[src/hdl/ciol_pkg.sv]
// Shared types, constants and the microcode table of the interval owner lookup.
package ciol_pkg;

   localparam int MAX_ENTRIES_DEF = 1024;
   localparam int SCAN_LIMIT_DEF  = 16;

   localparam int TIME_W  = 40;
   localparam int OWNER_W = 17;
   localparam int SLOT_W  = 10;
   localparam int COUNT_W = 11;
   localparam int ENTRY_W = 2 * TIME_W + OWNER_W;

   localparam logic [1:0] MODE_WRITE  = 2'd0;
   localparam logic [1:0] MODE_COMMIT = 2'd1;
   localparam logic [1:0] MODE_LOOKUP = 2'd2;

   localparam logic [OWNER_W-1:0] NO_OWNER = '1;

   // datapath operations
   typedef enum logic [3:0] {
      OP_NONE,
      OP_RD_CACHED,
      OP_TAKE_HIT,
      OP_SCAN_INIT,
      OP_RD_SCAN,
      OP_BS_INIT,
      OP_RD_PROBE,
      OP_BS_STEP,
      OP_RD_LAST,
      OP_MISS,
      OP_FINISH
   } op_type;

   // branch conditions
   typedef enum logic [3:0] {
      C_ALWAYS,
      C_START,
      C_CACHE_OK,
      C_HIT,
      C_SCAN_OK,
      C_SCAN_MORE,
      C_BELOW,
      C_COUNT_NZ,
      C_FIRST_NZ,
      C_OUT_FREE
   } cond_type;

   // microprogram addresses
   typedef enum logic [3:0] {
      U_IDLE,
      U_CACHE_CHK,
      U_CACHE_EVAL,
      U_CACHE_MISS,
      U_SCAN_ISSUE,
      U_SCAN_EVAL,
      U_SCAN_NEXT,
      U_BS_INIT,
      U_BS_ISSUE,
      U_BS_EVAL,
      U_BS_FINAL,
      U_BS_CHECK,
      U_MISS,
      U_DONE
   } upc_type;

   typedef struct packed {
      op_type   op;
      cond_type cond;
      upc_type  on_true;
      upc_type  on_false;
   } uword_type;

   typedef struct packed {
      logic cache_ok;
      logic hit;
      logic scan_ok;
      logic scan_more;
      logic below;
      logic count_nz;
      logic first_nz;
   } dp_flags_type;

   typedef struct packed {
      logic idle;
      logic finish;
   } seq_status_type;

   function automatic uword_type ucode_rom(input upc_type upc);
      uword_type w;
      unique case (upc)
         U_IDLE:       w = '{OP_NONE,      C_START,     U_CACHE_CHK,  U_IDLE};
         U_CACHE_CHK:  w = '{OP_RD_CACHED, C_CACHE_OK,  U_CACHE_EVAL, U_BS_INIT};
         U_CACHE_EVAL: w = '{OP_TAKE_HIT,  C_HIT,       U_DONE,       U_CACHE_MISS};
         U_CACHE_MISS: w = '{OP_SCAN_INIT, C_SCAN_OK,   U_SCAN_ISSUE, U_BS_INIT};
         U_SCAN_ISSUE: w = '{OP_RD_SCAN,   C_SCAN_MORE, U_SCAN_EVAL,  U_BS_INIT};
         U_SCAN_EVAL:  w = '{OP_TAKE_HIT,  C_HIT,       U_DONE,       U_SCAN_NEXT};
         U_SCAN_NEXT:  w = '{OP_NONE,      C_BELOW,     U_BS_INIT,    U_SCAN_ISSUE};
         U_BS_INIT:    w = '{OP_BS_INIT,   C_ALWAYS,    U_BS_ISSUE,   U_BS_ISSUE};
         U_BS_ISSUE:   w = '{OP_RD_PROBE,  C_COUNT_NZ,  U_BS_EVAL,    U_BS_FINAL};
         U_BS_EVAL:    w = '{OP_BS_STEP,   C_ALWAYS,    U_BS_ISSUE,   U_BS_ISSUE};
         U_BS_FINAL:   w = '{OP_RD_LAST,   C_FIRST_NZ,  U_BS_CHECK,   U_MISS};
         U_BS_CHECK:   w = '{OP_TAKE_HIT,  C_HIT,       U_DONE,       U_MISS};
         U_MISS:       w = '{OP_MISS,      C_ALWAYS,    U_DONE,       U_DONE};
         U_DONE:       w = '{OP_FINISH,    C_OUT_FREE,  U_IDLE,       U_DONE};
         default:      w = '{OP_NONE,      C_ALWAYS,    U_IDLE,       U_IDLE};
      endcase
      return w;
   endfunction

endpackage

[src/hdl/ciol_seq.sv]
// Microcode sequencer: step counter, control-word table and conditional jumps.
module ciol_seq (
   input  logic                     clock,
   input  logic                     reset,
   input  logic                     start,
   input  logic                     out_free,
   input  ciol_pkg::dp_flags_type   flags,
   output ciol_pkg::uword_type      uword,
   output ciol_pkg::seq_status_type status
);

   ciol_pkg::upc_type   upc_ff;
   ciol_pkg::upc_type   upc_in;
   ciol_pkg::uword_type uw;
   logic                taken;

   assign uw = ciol_pkg::ucode_rom(upc_ff);

   // next step
   always_comb begin
      unique case (uw.cond)
         ciol_pkg::C_ALWAYS:    taken = 1'b1;
         ciol_pkg::C_START:     taken = start;
         ciol_pkg::C_CACHE_OK:  taken = flags.cache_ok;
         ciol_pkg::C_HIT:       taken = flags.hit;
         ciol_pkg::C_SCAN_OK:   taken = flags.scan_ok;
         ciol_pkg::C_SCAN_MORE: taken = flags.scan_more;
         ciol_pkg::C_BELOW:     taken = flags.below;
         ciol_pkg::C_COUNT_NZ:  taken = flags.count_nz;
         ciol_pkg::C_FIRST_NZ:  taken = flags.first_nz;
         ciol_pkg::C_OUT_FREE:  taken = out_free;
         default:               taken = 1'b0;
      endcase
      upc_in = taken ? uw.on_true : uw.on_false;
   end

   // outputs
   always_comb begin
      uword         = uw;
      status.idle   = (upc_ff == ciol_pkg::U_IDLE);
      status.finish = (upc_ff == ciol_pkg::U_DONE) && out_free;
   end

   always_ff @(posedge clock) begin
      if (reset) begin
         upc_ff <= ciol_pkg::U_IDLE;
      end else begin
         upc_ff <= upc_in;
      end
   end

endmodule

[config.mk]
export PLATFORM = sky130hd
export DESIGN_NAME = ciol_seq
export DESIGN_NICKNAME = d
export VERILOG_FILES = /design/src/hdl/ciol_pkg.sv /design/src/hdl/ciol_seq.sv
export SDC_FILE = /design/constraint.sdc
export NUM_CORES = 1
export LEC_CHECK = 0
export ABC_AREA = 0
export BUFFER_PORTS_ARGS = -buffer_cell sky130_fd_sc_hd__buf_2
export CAP_MARGIN = 10
export CORE_ASPECT_RATIO = 1.1
export CORE_MARGIN = 10
export CORE_UTILIZATION = 52
export DETAILED_ROUTE_END_ITERATION = 12
export PLACE_DENSITY = 0.78
export SLEW_MARGIN = 0
export SYNTH_ARGS = -nofsm -noshare
export SYNTH_HDL_FRONTEND = slang
export SYNTH_SLANG_ARGS = --single-unit
[constraint.sdc]
create_clock -name clock -period 3.23 [get_ports clock]
set_input_delay 0.646 -clock clock [delete_from_list [all_inputs] [get_ports clock]]
set_output_delay 0.646 -clock clock [all_outputs]
set_load 0.1 [all_outputs]
==> flow_summary.ini <==
[worst_setup_path]
worstPathMaxFanout = 6
r2r_start = uword[11]
rrSetupSlack_ns = 0.51
cp_top_family = compound AO/OA/AOI/OAI gates
end_kind = flip-flop
cp.required_ns = 3.41
arrival_ns = 2.90
crit_chain = or2_2, o221ai_1, o31a_1, mux2i_1, nor2_1, inv_1, ha_1, mux2i_1, o21ai_0
path_class = reg2reg
crit_top_cell = mux2i_1
crit_path_max_incr_delay_ns = 0.37
rr_worst_depth = 9
crit_buf_inv = 1
reg2reg_to = uword[1]
cpMaxStageDelayCell = dfxtp_1
crit_path_start_kind = flip-flop

[yosys]
ys_top_cells_by_count = 20 x dfxtp_1, 16 x mux2i_1, 11 x nand2_1, 11 x nor2_1, 10 x ha_1
synth.top_cell.area_share_pct = 34.5
synth_cell_type_count = 32
synth_cells = 126
synthArstFlopShare_pct = 0
synth_area_per_cell_um2 = 9.21
synth_top_cells_by_area = dfxtp_1 35%, mux2i_1 14%, ha_1 11%, nand2_1 3.6%, nor2_1 3.6%
synth_area_um2 = 1160
yosys_warnings = 0
synth_ff_type = dfxtp_1
synth_nets = 147
synth_edf_count = 0
yosys.area.top_type = dfxtp_1
yosysMostFrequentCell = dfxtp_1
ys_ff_latch = 20
synth.yosys.seq_area_share_pct = 34.5

[grt]
grt_pass1_vias = 1028
antenna_found_initial = 0
grt_use_total_pct = 11.8
grt_pass1_wl_um = 4470
grt_max_degree = 20
grt_overflow = 0

[sta]
setup-tns-final_ns = 0
finalSetupViolCount = 0
clock.fmax_mhz = 368
period_needed_ns = 2.72
slew_violations = 0
final.period_utilization_pct = 84.2
clock-skew-final_ns = 0.0113
tightest_slew_ns = 0.498
rsz0062_at_grt = no
max_slew_margin_pct = 65.9
hold_viol = 0

[drt]
dr_wl_met2_um = 1330
dr.pass1.iters = 4
detail_route.wirelength_um = 2680
drc = 0
met3_length_um = 207
vias = 1026
wl_per_cell_um = 14.6
drtIter0Drc = 34
met1_length_um = 1080
routed_via_density = 5.61
routed.top_layer = met4
drtAntennaViolNets = 0

[floorplanning]
rows = 17
core_area_um2 = 2060
die_y_um = 69.5
die_x_um = 65.0
pin_count = 29
start_util_pct = 56.2
die-area_um2 = 4520

[layout]
fin_nets = 177
final.fill_count = 178
area_delta_synth_final_pct = 17.7
diodes = 0
drive_gt1_share_pct = 27.7

[worst_hold_path]
holdCritStartpoint = reset
hold_depth = 2
hold_class = in2reg
min_to = upc_ff[1]

[clock_tree]
cts_sinks = 20
clk_latency_ns = 0.30
cts_tree = yes
path_clk_slew_ns = 0.11
cts_resized = 0
hold_buffers = 0
clockRootBuffer = clkbuf_4
ctsLongestPathBuffers = 2
postCtsSetupRepairBufs = 0
cts-buffers-inserted = 3
htreeDepth = 1

[flow_run]
drv_cap = 0

[placement]
dp_hpwl_um = 2150
place_congestion = 0.921
io_buffers = 28

[run_status]
status = finished clean
==> layout make-up <==
type                       count  area (um2)  share of cell area, %
clock buffer                   4        36.3                   2.66
multi-input combinational     92         701                   51.3
tap                           28        35.0                   2.57
sequential                    20         400                   29.3
inverter                       8        30.0                   2.20
timing repair buffer          31         163                   11.9
==> flip-flops by register name, indices dropped and copies added (netlist names) <==
| register | count |
|---|---|
| upc_ff | 4 |
| uword | 16 |
==> metal layers <==
layer  track usage (%)  vias up
li1                  -      499
met4              5.66        0
met1              12.3      481
met3              2.58        6
met5                 0        -
met2              21.3       40
==> worst reg2reg max path, delay by kind of cell, from the launching register on <==
family | cells | cell delay (ns)
AO/OA/AOI/OAI | 3 | 0.70
AND/OR/NAND/NOR | 2 | 0.68
multiplexers | 2 | 0.38
flip-flops | 1 | 0.37
adder cells (fa/ha/maj) | 1 | 0.29
buffers and inverters | 1 | 0.20
==> metrics by stage <==
stage                     worst slack, ns  hold slack [ns]  util [%]  area (um2)  instances
final                               0.511            0.643      66.2        1370        183
after global placement              0.389            0.632      64.4        1330        179
after floorplan                    0.0657            0.955         -        1170        126
after CTS                           0.557            0.640      66.2        1370        183
after global routing                0.291            0.672      66.2        1370        183
after detailed placement            0.282            0.624      64.4        1330        179
==> cell families (layout without fill, tap and decap cells) <==
family	after synthesis	after routing	share of synthesized area, %
buf+inv	14	43	5.61
simple gates	39	39	16.0
fa+ha+maj	10	10	10.8
xor+xnor	1	1	0.755
compound gates	22	22	13.4
flops	20	20	34.5
mux	20	20	19.0
==> worst max-delay path by stage <==
stage              start   endpoint  slack, ns  cells after the start
3_3_place_gp    out_free   uword[0]       0.39                     10
3_5_place_dp    out_free   uword[0]       0.28                     10
5_1_grt         uword[8]   uword[1]       0.29                      9
4_1_cts        uword[11]   uword[1]       0.56                      9
6_report       uword[11]   uword[1]       0.51                      9
2_1_floorplan   uword[8]  uword[10]       0.07                     10
==> cell usage in the layout, fill, tap and decap left out, types with 2 or more instances in the layout <==
cell      instances
nor2_1           11
o221ai_1          2
mux2i_1          16
ha_1             10
mux2_2            2
a221o_1           2
inv_2             2
nand3_1           4
nor2b_1           6
nand2b_1          3
nand2_1          11
dfxtp_1          20
o21ai_0           2
a22o_1            2
buf_2            28
inv_1             6
clkbuf_4          3
a21oi_1           7
buf_4             3
Power is not shown: default switching activity piles up to over one toggle a cycle in this logic, so the estimate is an artifact.
